File: src/hdl/ctus_pkg.sv
`timescale 1ns / 1ps
`default_nettype none

package ctus_pkg;

  // Field widths
  localparam int CycW  = 64;
  localparam int PmW   = 32;
  localparam int RateW = 34;
  localparam int UsW   = 64;

  // Configuration port
  localparam int CfgIdxW  = 2;
  localparam int CfgDataW = RateW;

  typedef enum logic [CfgIdxW-1:0] {
    CFG_USE_CYCLE_COUNTER = 2'd0,
    CFG_CYCLE_RATE_HZ     = 2'd1,
    CFG_WIDE_PM_COUNTER   = 2'd2,
    CFG_PM_PRESENT        = 2'd3
  } cfg_idx_e;

  // Constants
  localparam logic [PmW-1:0] Mask24   = 32'h00FF_FFFF;
  localparam logic [PmW-1:0] Mask32   = 32'hFFFF_FFFF;
  localparam int             UsPerSW  = 20;
  localparam logic [UsPerSW-1:0] UsPerS = 20'd1000000;
  localparam logic [PmW-1:0] PmFreqHz = 32'd3579545;

  // Multiplier: 34-bit operand times the 20-bit microseconds-per-second constant
  localparam int ProdW = RateW + UsPerSW;

  // Serial divider: two quotient bits per cycle over a 64-bit dividend
  localparam int DivBitsPerCycle = 2;
  localparam int DivCycles       = CycW / DivBitsPerCycle;
  localparam int DivCntW         = $clog2(DivCycles);

  // Datapath operations issued by the controller
  typedef enum logic [2:0] {
    OP_NONE    = 3'd0,
    OP_LOAD    = 3'd1,
    OP_DIV     = 3'd2,
    OP_MUL_LO  = 3'd3,
    OP_MUL_HI  = 3'd4,
    OP_MUL_REM = 3'd5,
    OP_LOAD2   = 3'd6
  } dp_op_e;

  typedef struct packed {
    dp_op_e op;
    logic   out_load;
  } dp_cmd_t;

  typedef struct packed {
    logic div_last;
  } dp_stat_t;

  typedef enum logic [2:0] {
    ST_IDLE    = 3'd0,
    ST_DIV1    = 3'd1,
    ST_MUL_LO  = 3'd2,
    ST_MUL_HI  = 3'd3,
    ST_MUL_REM = 3'd4,
    ST_LOAD2   = 3'd5,
    ST_DIV2    = 3'd6,
    ST_FIN     = 3'd7
  } state_e;

endpackage

`default_nettype wire

File: src/hdl/ctus_ctrl.sv
`timescale 1ns / 1ps
`default_nettype none

module ctus_ctrl (
  input  wire logic               clk_i,
  input  wire logic               rst_ni,
  input  wire logic               in_valid_i,
  output logic                    in_ready_o,
  output logic                    out_valid_o,
  input  wire logic               out_ready_i,
  input  wire ctus_pkg::dp_stat_t stat_i,
  output ctus_pkg::dp_cmd_t       cmd_o
);

  ctus_pkg::state_e state_q, state_d;
  logic             out_valid_q, out_valid_d;
  logic             out_free;

  assign out_free    = !out_valid_q || out_ready_i;
  assign in_ready_o  = (state_q == ctus_pkg::ST_IDLE);
  assign out_valid_o = out_valid_q;

  // Next state
  always_comb begin
    state_d = state_q;
    unique case (state_q)
      ctus_pkg::ST_IDLE: begin
        if (in_valid_i) state_d = ctus_pkg::ST_DIV1;
      end
      ctus_pkg::ST_DIV1: begin
        if (stat_i.div_last) state_d = ctus_pkg::ST_MUL_LO;
      end
      ctus_pkg::ST_MUL_LO:  state_d = ctus_pkg::ST_MUL_HI;
      ctus_pkg::ST_MUL_HI:  state_d = ctus_pkg::ST_MUL_REM;
      ctus_pkg::ST_MUL_REM: state_d = ctus_pkg::ST_LOAD2;
      ctus_pkg::ST_LOAD2:   state_d = ctus_pkg::ST_DIV2;
      ctus_pkg::ST_DIV2: begin
        if (stat_i.div_last) state_d = ctus_pkg::ST_FIN;
      end
      ctus_pkg::ST_FIN: begin
        if (out_free) state_d = ctus_pkg::ST_IDLE;
      end
    endcase
  end

  // Outputs
  always_comb begin
    cmd_o.op       = ctus_pkg::OP_NONE;
    cmd_o.out_load = 1'b0;
    unique case (state_q)
      ctus_pkg::ST_IDLE: begin
        if (in_valid_i) cmd_o.op = ctus_pkg::OP_LOAD;
      end
      ctus_pkg::ST_DIV1:    cmd_o.op = ctus_pkg::OP_DIV;
      ctus_pkg::ST_MUL_LO:  cmd_o.op = ctus_pkg::OP_MUL_LO;
      ctus_pkg::ST_MUL_HI:  cmd_o.op = ctus_pkg::OP_MUL_HI;
      ctus_pkg::ST_MUL_REM: cmd_o.op = ctus_pkg::OP_MUL_REM;
      ctus_pkg::ST_LOAD2:   cmd_o.op = ctus_pkg::OP_LOAD2;
      ctus_pkg::ST_DIV2:    cmd_o.op = ctus_pkg::OP_DIV;
      ctus_pkg::ST_FIN:     cmd_o.out_load = out_free;
    endcase
  end

  always_comb begin
    out_valid_d = out_valid_q;
    if (cmd_o.out_load) begin
      out_valid_d = 1'b1;
    end else if (out_ready_i) begin
      out_valid_d = 1'b0;
    end
  end

  always_ff @(posedge clk_i or negedge rst_ni) begin
    if (!rst_ni) begin
      state_q     <= ctus_pkg::ST_IDLE;
      out_valid_q <= 1'b0;
    end else begin
      state_q     <= state_d;
      out_valid_q <= out_valid_d;
    end
  end

`ifndef SYNTH
  // Never overwrite a word that is still waiting
  a_no_overwrite: assert property (@(posedge clk_i) disable iff (!rst_ni)
    cmd_o.out_load |-> out_free)
    else $error("result register overwritten while full");

  // An accepted word starts the first divide pass
  a_accept_starts: assert property (@(posedge clk_i) disable iff (!rst_ni)
    (in_valid_i && in_ready_o) |=> (state_q == ctus_pkg::ST_DIV1))
    else $error("accepted word did not start the divider");

  // Second divide pass ends in the finish state
  a_div2_end: assert property (@(posedge clk_i) disable iff (!rst_ni)
    (state_q == ctus_pkg::ST_DIV2 && stat_i.div_last) |=> (state_q == ctus_pkg::ST_FIN))
    else $error("second divide pass did not finish");

  // A new result only appears after the finish state
  a_result_source: assert property (@(posedge clk_i) disable iff (!rst_ni)
    $rose(out_valid_q) |-> $past(state_q == ctus_pkg::ST_FIN))
    else $error("result raised outside the finish state");
`endif

endmodule

`default_nettype wire

File: src/hdl/ctus_datapath.sv
`timescale 1ns / 1ps
`default_nettype none

module ctus_datapath #(
  parameter logic [ctus_pkg::PmW-1:0] PM_FREQ_HZ = ctus_pkg::PmFreqHz
) (
  input  wire logic                          clk_i,
  input  wire logic                          rst_ni,
  input  wire logic                          cfg_valid_i,
  input  wire logic [ctus_pkg::CfgIdxW-1:0]  cfg_index_i,
  input  wire logic [ctus_pkg::CfgDataW-1:0] cfg_data_i,
  input  wire logic [ctus_pkg::CycW-1:0]     cycle_sample_i,
  input  wire logic [ctus_pkg::PmW-1:0]      pm_sample_i,
  input  wire logic                          start_req_i,
  input  wire ctus_pkg::dp_cmd_t             cmd_i,
  output ctus_pkg::dp_stat_t                 stat_o,
  output logic [ctus_pkg::UsW-1:0]           microseconds_o
);

  localparam int CycW  = ctus_pkg::CycW;
  localparam int PmW   = ctus_pkg::PmW;
  localparam int RateW = ctus_pkg::RateW;
  localparam int ProdW = ctus_pkg::ProdW;

  typedef struct packed {
    logic [RateW-1:0] rem;
    logic [CycW-1:0]  num;
  } div_t;

  // One restoring step: shift in the next dividend bit, subtract if it fits
  function automatic div_t div_step(div_t s, logic [RateW-1:0] d);
    logic [RateW:0] trial;
    logic           fits;
    div_t           r;
    trial = {s.rem, s.num[CycW-1]};
    fits  = (trial >= {1'b0, d});
    if (fits) trial = trial - {1'b0, d};
    r.rem = trial[RateW-1:0];
    r.num = {s.num[CycW-2:0], fits};
    return r;
  endfunction

  // Configuration
  logic             use_cc_q, wide_pm_q, pm_present_q;
  logic [RateW-1:0] rate_q;

  // Timer state
  logic [PmW-1:0]  last_pm_q, last_pm_d;
  logic [CycW-1:0] pm_total_q, pm_total_d;

  // Working registers
  logic [RateW-1:0]             divisor_q, divisor_d;
  logic [RateW-1:0]             rem_q, rem_d;
  logic [CycW-1:0]              num_q, num_d;
  logic [CycW-1:0]              acc_q, acc_d;
  logic [ProdW-1:0]             prod_q, prod_d;
  logic [ctus_pkg::UsW-1:0]     out_q;
  logic [ctus_pkg::DivCntW-1:0] cnt_q, cnt_d;

  logic [PmW-1:0]   mask, pm_now, last_eff, delta;
  logic [CycW-1:0]  total_eff, total_new;
  logic [RateW-1:0] mul_a;
  div_t             step0, step1, step2;

  assign mask      = wide_pm_q ? ctus_pkg::Mask32 : ctus_pkg::Mask24;
  assign pm_now    = pm_sample_i & mask;
  assign last_eff  = start_req_i ? pm_now : last_pm_q;
  assign total_eff = start_req_i ? '0 : pm_total_q;
  assign delta     = (pm_now - last_eff) & mask;
  assign total_new = total_eff + {{(CycW-PmW){1'b0}}, delta};

  assign step0 = '{rem: rem_q, num: num_q};
  assign step1 = div_step(step0, divisor_q);
  assign step2 = div_step(step1, divisor_q);

  always_comb begin
    case (cmd_i.op)
      ctus_pkg::OP_MUL_LO: mul_a = {{(RateW-32){1'b0}}, num_q[31:0]};
      ctus_pkg::OP_MUL_HI: mul_a = {{(RateW-32){1'b0}}, num_q[63:32]};
      default:             mul_a = rem_q;
    endcase
  end

  assign prod_d = ProdW'(mul_a * ctus_pkg::UsPerS);

  always_comb begin
    last_pm_d  = last_pm_q;
    pm_total_d = pm_total_q;
    divisor_d  = divisor_q;
    rem_d      = rem_q;
    num_d      = num_q;
    acc_d      = acc_q;
    cnt_d      = cnt_q;
    case (cmd_i.op)
      ctus_pkg::OP_LOAD: begin
        rem_d = '0;
        cnt_d = '0;
        if (use_cc_q) begin
          last_pm_d  = last_eff;
          pm_total_d = total_eff;
          num_d      = cycle_sample_i;
          divisor_d  = (rate_q == '0) ? RateW'(1) : rate_q;
        end else if (!pm_present_q) begin
          // Absent PM counter: zero dividend gives a zero result
          last_pm_d  = last_eff;
          pm_total_d = total_eff;
          num_d      = '0;
          divisor_d  = {{(RateW-PmW){1'b0}}, PM_FREQ_HZ};
        end else begin
          last_pm_d  = pm_now;
          pm_total_d = total_new;
          num_d      = total_new;
          divisor_d  = {{(RateW-PmW){1'b0}}, PM_FREQ_HZ};
        end
      end
      ctus_pkg::OP_DIV: begin
        rem_d = step2.rem;
        num_d = step2.num;
        cnt_d = cnt_q + 1'b1;
      end
      ctus_pkg::OP_MUL_HI:  acc_d = {{(CycW-ProdW){1'b0}}, prod_q};
      ctus_pkg::OP_MUL_REM: acc_d = acc_q + {prod_q[31:0], 32'd0};
      ctus_pkg::OP_LOAD2: begin
        num_d = {{(CycW-ProdW){1'b0}}, prod_q};
        rem_d = '0;
        cnt_d = '0;
      end
      default: ;
    endcase
  end

  assign stat_o.div_last = (cnt_q == '1);
  assign microseconds_o  = out_q;

  always_ff @(posedge clk_i or negedge rst_ni) begin
    if (!rst_ni) begin
      use_cc_q     <= 1'b0;
      rate_q       <= RateW'(1);
      wide_pm_q    <= 1'b0;
      pm_present_q <= 1'b0;
      last_pm_q    <= '0;
      pm_total_q   <= '0;
      cnt_q        <= '0;
    end else begin
      if (cfg_valid_i) begin
        unique case (ctus_pkg::cfg_idx_e'(cfg_index_i))
          ctus_pkg::CFG_USE_CYCLE_COUNTER: use_cc_q     <= cfg_data_i[0];
          ctus_pkg::CFG_CYCLE_RATE_HZ:     rate_q       <= cfg_data_i;
          ctus_pkg::CFG_WIDE_PM_COUNTER:   wide_pm_q    <= cfg_data_i[0];
          ctus_pkg::CFG_PM_PRESENT:        pm_present_q <= cfg_data_i[0];
        endcase
      end
      last_pm_q  <= last_pm_d;
      pm_total_q <= pm_total_d;
      cnt_q      <= cnt_d;
    end
  end

  always_ff @(posedge clk_i) begin
    divisor_q <= divisor_d;
    rem_q     <= rem_d;
    num_q     <= num_d;
    acc_q     <= acc_d;
    prod_q    <= prod_d;
    if (cmd_i.out_load) out_q <= acc_q + num_q;
  end

endmodule

`default_nettype wire

File: src/hdl/counter_timestamp_to_microseconds.sv
`timescale 1ns / 1ps
`default_nettype none

// Channel  Handshake                 Payload
// in       in_valid_i / in_ready_o   cycle_sample_i[63:0], pm_sample_i[31:0], start_req_i
// out      out_valid_o / out_ready_i microseconds_o[63:0]
// cfg      cfg_valid_i / cfg_ready_o cfg_index_i[1:0], cfg_data_i[33:0]
//
// Each word passes through the load step that accepts it, two passes of the
// two-bit-per-cycle serial divider, four multiply and load steps and one finish
// step; the result is registered in the finish step and is valid after it.
// The next word is accepted right after the finish, even while the result waits.
// A full, unread result register holds the block in its finish state.
// Reset clears the timer state and restores register defaults; writes never stall.

module counter_timestamp_to_microseconds #(
  parameter logic [ctus_pkg::PmW-1:0] PM_FREQ_HZ = ctus_pkg::PmFreqHz
) (
  input  wire logic                          clk_i,
  input  wire logic                          rst_ni,
  // Time read words
  input  wire logic                          in_valid_i,
  output logic                               in_ready_o,
  input  wire logic [ctus_pkg::CycW-1:0]     cycle_sample_i,
  input  wire logic [ctus_pkg::PmW-1:0]      pm_sample_i,
  input  wire logic                          start_req_i,
  // Result words
  output logic                               out_valid_o,
  input  wire logic                          out_ready_i,
  output logic [ctus_pkg::UsW-1:0]           microseconds_o,
  // Register writes
  input  wire logic                          cfg_valid_i,
  output logic                               cfg_ready_o,
  input  wire logic [ctus_pkg::CfgIdxW-1:0]  cfg_index_i,
  input  wire logic [ctus_pkg::CfgDataW-1:0] cfg_data_i
);

  ctus_pkg::dp_cmd_t  cmd;
  ctus_pkg::dp_stat_t stat;

  // Register writes never stall
  assign cfg_ready_o = 1'b1;

  // Sequencer: steps load, divide, multiply and finish
  ctus_ctrl u_ctrl (
    .clk_i       (clk_i),
    .rst_ni      (rst_ni),
    .in_valid_i  (in_valid_i),
    .in_ready_o  (in_ready_o),
    .out_valid_o (out_valid_o),
    .out_ready_i (out_ready_i),
    .stat_i      (stat),
    .cmd_o       (cmd)
  );

  // Datapath: registers, timer state, divider, multiplier, result register
  ctus_datapath #(
    .PM_FREQ_HZ (PM_FREQ_HZ)
  ) u_datapath (
    .clk_i          (clk_i),
    .rst_ni         (rst_ni),
    .cfg_valid_i    (cfg_valid_i),
    .cfg_index_i    (cfg_index_i),
    .cfg_data_i     (cfg_data_i),
    .cycle_sample_i (cycle_sample_i),
    .pm_sample_i    (pm_sample_i),
    .start_req_i    (start_req_i),
    .cmd_i          (cmd),
    .stat_o         (stat),
    .microseconds_o (microseconds_o)
  );

endmodule

`default_nettype wire
File: config.mk
export PLATFORM = sky130hd
export DESIGN_NAME = counter_timestamp_to_microseconds
export DESIGN_NICKNAME = d
export VERILOG_FILES = /design/src/hdl/ctus_pkg.sv /design/src/hdl/ctus_ctrl.sv /design/src/hdl/ctus_datapath.sv /design/src/hdl/counter_timestamp_to_microseconds.sv
export SDC_FILE = /design/constraint.sdc
export NUM_CORES = 2
export LEC_CHECK = 0
export BUFFER_PORTS_ARGS = -buffer_cell sky130_fd_sc_hd__buf_2
export CORE_UTILIZATION = 46
export DETAILED_ROUTE_END_ITERATION = 6
export SLEW_MARGIN = 20
export SYNTH_ARGS = -nofsm -noshare
export SYNTH_HDL_FRONTEND = slang
export SYNTH_SLANG_ARGS = --single-unit
File: constraint.sdc
create_clock -name clk_i -period 22.5 [get_ports clk_i]
set_input_delay 4.5 -clock clk_i [delete_from_list [all_inputs] [get_ports clk_i]]
set_output_delay 4.5 -clock clk_i [all_outputs]
set_load 0.01 [all_outputs]
# --- After elaboration in Yosys (flattened, before gate mapping) ---
# Index checks and enable logic that the tools add are counted.
word_totals:
  regBits: 450
  input_bits: 138
  output_inout_bits: 67
  elab_cells: 94
classes:
  n_addsub: 7
  mul: 1
  n_lt_le_gt_ge: 2
  eq_ne: 21
  muxes: 27
  bitwise: 3
  n_reduce_logical: 17
op_table:
  columns: ["op", "n"]
  rows:
  - ["64-bit 2-to-1 mux", 5]
  - ["64-bit one-hot mux with 3 select lines", 1]
  - ["34-bit one-hot mux with 2 select lines", 2]
  - ["64-bit adder", 2]
  - ["32-bit 2-to-1 mux", 4]
  - ["64-bit one-hot mux with 2 select lines", 1]
  - ["35-bit by 34-bit greater-or-equal comparator with 1-bit output", 2]
  - ["34-bit 2-to-1 mux", 2]
  - ["34-bit subtractor", 2]
  - ["64-bit by 32-bit adder with 64-bit output", 1]
  - ["32-bit AND", 2]
  - ["34-bit by 14-bit multiplier with 48-bit output (second input constant)", 1]
  - ["34-bit logical NOT", 1]
  - ["32-bit subtractor", 1]
  - ["3-bit one-hot mux with 8 select lines", 1]
  - ["22-bit 2-to-1 mux", 1]
  - ["3-bit equality test (second input constant)", 7]
  - ["3-bit one-hot mux with 6 select lines", 1]
  - ["3-bit by 2-bit equality test with 1-bit output (second input constant)", 4]
  - ["3-bit 2-to-1 mux", 4]
  - ["5-bit one-hot mux with 2 select lines", 1]
  - ["2-bit AND reduction", 4]
  - ["3-bit by 1-bit equality test with 1-bit output (second input constant)", 2]
  - ["2-bit != test (second input constant)", 3]
  - ["15 further kinds", 23]

# --- Logic depth before layout (Yosys ltp) ---
depth:
  depth_word: 9
  ltp_mapped: 31
  depth_no_buf: 28

# --- Hierarchy ---
# Synthesis repeated with hierarchy kept, for this count alone.
unflattened:
  cells_unflattened: 3934
  area_unflattened_um2: 37603.6
by_module_without_submodules:
  columns: ["mod", "n_inst", "cells_per_inst", "area_each_um2", "seq_area_each_um2"]
  rows:
  - ["ctus_datapath", 1, 3895, 37255.7, 12042.8]
  - ["ctus_ctrl", 1, 37, 336.6, 100.1]
  - ["counter_timestamp_to_microseconds", 1, 2, 11.3, 0.0]

# --- Worst setup path after synthesis ---
# OpenSTA, ideal clock, no wires.
synth_timing:
  path_kind: "input to register"
  from: "in start_req_i"
  to: "reg u_datapath.num_q[38] (data pin)"
  setup_ns: 0.268
  arrival_ns: 10.622
  required_time_ns: 22.232
  setup_slack_ns: 11.611
  cell_stages: 30
  path_buffers: 5
  path_cell_list: "clkbuf_1 > buf_1 > clkbuf_1 > clkbuf_1 > mux2i_1 > ha_1 > nor2b_1 > o21a_1 > o21ai_0 > a21oi_1 > o41ai_2 > o21ai_0 > a31oi_1 > o21ai_1 > o21a_1 > nor2_1 > xnor2_1 > ha_1 > a21o_1 > a21o_1 > a21o_1 > a31oi_1 > o21ai_0 > or3_1 > o31ai_4 > o22a_2 > buf_2 > nor3_1 > xnor2_1 > o21ai_1"
synth_via:
  elab_chain_cells: 7
  elab_cells_between_ends: 8
  cone_classes: "2 x add/sub; 5 x mux; 1 x bitwise"
synth_rtl:
  columns: ["element", "line", "source"]
  rows:
  - ["start, declared", "counter_timestamp_to_microseconds.sv:26", "input wire logic start_req_i,"]
  - ["32-bit 2-to-1 mux", "ctus_datapath.sv:67", "assign last_eff = start_req_i ? pm_now : last_pm_q;"]
  - ["32-bit subtractor", "ctus_datapath.sv:69", "assign delta = (pm_now - last_eff) & mask;"]
  - ["32-bit AND", "ctus_datapath.sv:69", null]
  - ["64-bit by 32-bit adder with 64-bit output (*)", "ctus_datapath.sv:70", "assign total_new = total_eff + {{(CycW-PmW){1'b0}}, delta};"]
  - ["64-bit 2-to-1 mux (*)", "ctus_datapath.sv:103", "end else if (!pm_present_q) begin"]
  - ["64-bit 2-to-1 mux (*)", "ctus_datapath.sv:98", "if (use_cc_q) begin"]
  - ["64-bit one-hot mux with 3 select lines (*)", "ctus_datapath.sv:94", "case (cmd_i.op)"]
  - ["net u_datapath.num_d[38]", "ctus_datapath.sv:54", "logic [CycW-1:0] num_q, num_d;"]
  - ["end signal, assigned", "ctus_datapath.sv:162", "num_q <= num_d;"]
  - ["end, declared", "ctus_datapath.sv:54", null]
# Mark *: on every way through the listed nets, which the timed path passes. The rest lies on a longest branch.
# A chain may end at the register's enable or synchronous reset.

# --- Worst setup path in the final report ---
layout_timing:
  from: "in start_req_i"
  to: "reg u_datapath.pm_total_q[62]"
layout_via:
  elab_chain_cells: 6
  elab_cells_between_ends: 7
  cone_classes: "2 x add/sub; 4 x mux; 1 x bitwise"
layout_rtl:
  columns: ["element", "line", "source"]
  rows:
  - ["32-bit 2-to-1 mux", "ctus_datapath.sv:67", null]
  - ["32-bit subtractor", "ctus_datapath.sv:69", null]
  - ["32-bit AND", "ctus_datapath.sv:69", null]
  - ["64-bit by 32-bit adder with 64-bit output", "ctus_datapath.sv:70", null]
  - ["64-bit 2-to-1 mux", "ctus_datapath.sv:103", null]
  - ["64-bit 2-to-1 mux (*)", "ctus_datapath.sv:98", null]
  - ["end signal, assigned", "ctus_datapath.sv:154", "pm_total_q <= pm_total_d;"]
  - ["end, declared", "ctus_datapath.sv:49", "logic [CycW-1:0] pm_total_q, pm_total_d;"]
# Every way passes the cells marked *; elsewhere a longest branch is shown, timed or not.

==> results by stage <==
Critical path:
- STA classifies the critical path endpoint as a register.
- The kind of start point of the critical path is a primary input.
- The reg-to-reg startpoint is u_ctrl.state_q[2].
- Broken down by cell family, the worst path's largest delay share belongs to compound AO/OA/AOI/OAI gates.
- The worst setup slack for register-to-register paths is 13.64 ns.
- The largest stage delay on the critical path is 0.56 ns.
- The required time at the endpoint of the critical path is 23.02 ns.
- The endpoint of the most critical register-to-register path is u_datapath.prod_q[47].
- The cell with the largest stage delay on the worst path is o22a_2.
- The number of buffer and inverter stages on the critical path is 1.
- The largest driver fanout on the critical path is 35.
- The kind of critical path is in -> reg.
- Measured in cells, the most critical reg-to-reg path has a length of 24.
- Data on the critical path arrives at its endpoint at 10.97 ns.

Floorplan:
- The initial utilization of the core area, before any placement, comes to 46.6%.
- The width of the die is 288 µm.
- In this run the vertical extent of the chip is 288 µm.
- The total die area is 83000 µm².
- For this design the top-level I/O count stands at 205.
- The floorplan step defined a core boundary enclosing 80800 µm².
- The row count is 104.

Timing:
- The count of endpoints failing hold in the final timing report is 0.
- The slew at the pin closest to its max-slew limit is 1.25 ns.
- The summed negative setup slack over all endpoints is 0 ns.
- Timing would allow up to 95.7 MHz.
- The final count of pins violating max slew came to 0.
- The final critical path time including I/O delays and setup is 10.45 ns.
- In the finished design, the share of the clock period the worst path needs comes to 46.4%.
- Measured against its own limit, the worst slew margin works out to 16.6%.
- Setup repair after global routing left no endpoint under its margin.
- The final worst clock skew is 0.0402 ns.
- Setup violations remaining at the end of the flow were counted as 0.

Worst hold path:
- The class of the worst hold path is reg -> reg.
- The worst hold path endpoint is u_datapath.pm_total_q[42].
- Counting instances, the worst hold path has a depth of 1.
- The start point of the worst hold path is u_datapath.pm_total_q[42].

Yosys:
- The number of register bits inferred by synthesis is 444.
- The post-synthesis sequential area ratio is 32.2%.
- The fraction of synthesis flops using an asynchronous set or reset pin is 32.0%.
- The most used flip-flop cell after synthesis is edfxtp_1.
- The count of mapped cells out of synthesis is 3939.
- Counting flops with a built-in enable in the synthesized netlist gives 254.
- Yosys printed 0 warnings.
- The cell area after synthesis is 37700 µm².
- In this run, distinct cell masters in the synthesized netlist total 97.
- Synthesis produced a netlist with a net count of 4601.
- A synthesized cell averages 9.56 µm².

Clock tree:
- TritonCTS built the clock tree.
- Buffers inserted during clock tree synthesis total 54.
- After clock tree synthesis, the clock-pin slew on the worst setup and hold paths is 0.06 ns.
- CTS built an H-tree with a depth of 2.
- The clock passes through at most 3 buffers.
- The setup fix buffers added after clock tree synthesis is 0.
- The number of buffers inserted for hold repair after clock tree synthesis is 0.
- Clock tree synthesis selected as its root buffer the cell clkbuf_16.
- The number of clock sinks is 444.
- The clock network latency to the later pin of the worst-skew pair is 0.64 ns.
- The post-CTS resize count is 0.

Detailed routing:
- The first-pass iteration count of the detailed router is 7.
- In the routed design, unresolved DRC markers number 66.
- The routed length on met3 is 10300 µm.
- The uppermost signal routing layer after detailed routing is met5.
- The violation count after the first detailed-routing iteration is 3048.
- In this run the remaining antenna-violating nets after routing total 0.
- After detailed routing, the met2 layer carries 55500 µm of wire.
- The total routed wirelength is 125000 µm.
- In the final routed layout, each cell accounts on average for 24.0 µm.
- Summing over every cut layer, the via total after detailed routing is 30948.
- In the routed layout, each cell is associated on average with a via count of 5.94.
- The detailed router put a total of 54400 µm of wire on met1.

GRT:
- The initial antenna violation count was 8.
- Entering global routing, the biggest net connects 83 pins.
- The overall overflow remaining after global route is 0.
- The total routing resource utilization after global routing is 30.1%.
- The first-pass GRT wire length is 186000 µm.
- The number of global-route vias before repair is 29538.

Run:
- The number of maximum-capacitance violations is 0.

Place:
- The count of port buffers added during placement is 203.
- The placed wire-length estimate after detailed placement is 100000 µm.
- Including well taps, the total number of placed cells is 5106.
- Routability-driven placement finished with a final weighted congestion of 0.983.

Status:
- The final reports fail on DRC.
- The flow ran to the end, but the final reports show violations.

Final layout:
- The ratio of cells with drive above 1 in the final layout is 11.2%.
- The area growth from synthesis to final layout is 10.8%.
- The net count of the finished layout is 4764.
- The finished layout holds 5210 standard cells, fillers aside.
- The final core utilization is 51.7%.
[sequential cells by signal, summed over array words and instances, names as in the netlist]
register                   cells
u_datapath.prod_q             48
u_datapath.cnt_q               5
u_datapath.microseconds_o     64
u_ctrl.state_q                 3
u_datapath.num_q              64
u_datapath.rem_q              34
u_ctrl.out_valid_o             1
u_datapath.acc_q              58
u_datapath.pm_total_q         64
u_datapath.pm_present_q        1
u_datapath.divisor_q          34
u_datapath.wide_pm_q           1
u_datapath.last_pm_q          32
u_datapath.rate_q             34
u_datapath.use_cc_q            1
[cells by family after synthesis]
logic type | count (synthesis) | synth area share, %
xor+xnor | 261 | 6.07
flops | 444 | 32.2
mux | 177 | 4.94
buf+inv | 474 | 4.84
compound gates | 1029 | 17.9
other cells | 1 | 0.00996
simple gates | 1029 | 13.7
fa+ha+maj | 524 | 20.3
[stage by stage]
step	cell area, µm²	setup slack, ns	hold WS, ns
4_1_cts	41700	12.10	0.485
3_3_place_gp	39900	11.56	0.456
5_1_grt	41700	11.53	0.499
6_report	41700	12.05	0.485
2_1_floorplan	37700	11.61	0.442
3_5_place_dp	39900	11.43	0.469
[cells in the final DEF, fill, tap and decap left out, drive strengths merged, types with 37 or more instances in the layout]
cell / instances
mux2i: 105
a21oi: 255
o21ai: 275
nand2: 281
o21bai: 37
fa: 146
nand3: 68
and2: 81
and3: 44
xnor2: 181
xor2: 80
clkbuf: 71
nor3: 57
buf: 245
dfxtp: 48
ha: 378
nor2: 203
a21o: 118
inv: 341
nand2b: 70
nand4: 46
dfrtp: 141
edfxtp: 254
nor2b: 89
mux2: 72
a31oi: 38
[area by class of cell]
cell class                      count  area (µm²)
Fill cell                        7518       39100
Multi-Input combinational cell   3021       23800
Sequential cell                   444       12100
Clock buffer                       71        1550
Timing Repair Buffer              245        1340
Tap cell                         1060        1330
Inverter                          336        1260
Clock inverter                     30         324
Antenna cell                        3        7.51
[Yosys cell counts, drive strengths merged (38+ instances only)]
| master | n | area (µm²) |
|---|---|---|
| clkbuf | 119 | 447 |
| xor2 | 80 | 701 |
| xnor2 | 181 | 1590 |
| inv | 335 | 1260 |
| nor2b | 89 | 557 |
| edfxtp | 254 | 7630 |
| a31oi | 38 | 259 |
| mux2i | 105 | 1050 |
| ha | 378 | 4730 |
| dfrtp | 141 | 3530 |
| mux2 | 72 | 811 |
| nor3 | 57 | 285 |
| nand2 | 281 | 1050 |
| nand2b | 70 | 438 |
| and2 | 81 | 507 |
| nand4 | 46 | 288 |
| and3 | 44 | 275 |
| a21oi | 255 | 1300 |
| a21o | 118 | 886 |
| nand3 | 68 | 340 |
| fa | 146 | 2920 |
| dfxtp | 48 | 961 |
| nor2 | 203 | 764 |
| o21ai | 275 | 1380 |
[layer usage]
metal	vias to the layer above	GRT usage, %
met2	1197	47.2
met4	8	11.4
met1	14994	41.5
met5	-	0
met3	218	5.25
li1	14531	-
[worst register-to-register path, delay by kind of cell (launching register included)]
family                   cells  cell delay [ns]
AO/OA/AOI/OAI                8             3.07
AND/OR/NAND/NOR              2             0.38
flip-flops                   1             0.74
adder cells (fa/ha/maj)      7             3.32
XOR/XNOR                     1             0.19
buffers and inverters        6             1.05
[worst max path at each step]
stage           startpoint  slack, ns  cells after the start                         to
6_report       start_req_i      12.05                     26  u_datapath.pm_total_q[62]
5_1_grt        start_req_i      11.53                     26  u_datapath.pm_total_q[62]
3_3_place_gp   start_req_i      11.56                     26  u_datapath.pm_total_q[62]
4_1_cts        start_req_i      12.10                     26  u_datapath.pm_total_q[62]
2_1_floorplan  start_req_i      11.61                     30       u_datapath.num_q[38]
3_5_place_dp   start_req_i      11.43                     26  u_datapath.pm_total_q[62]
Power is left out: the tool's default activity adds up to more than one toggle a clock period on the data nets, which glitch-free logic cannot reach.
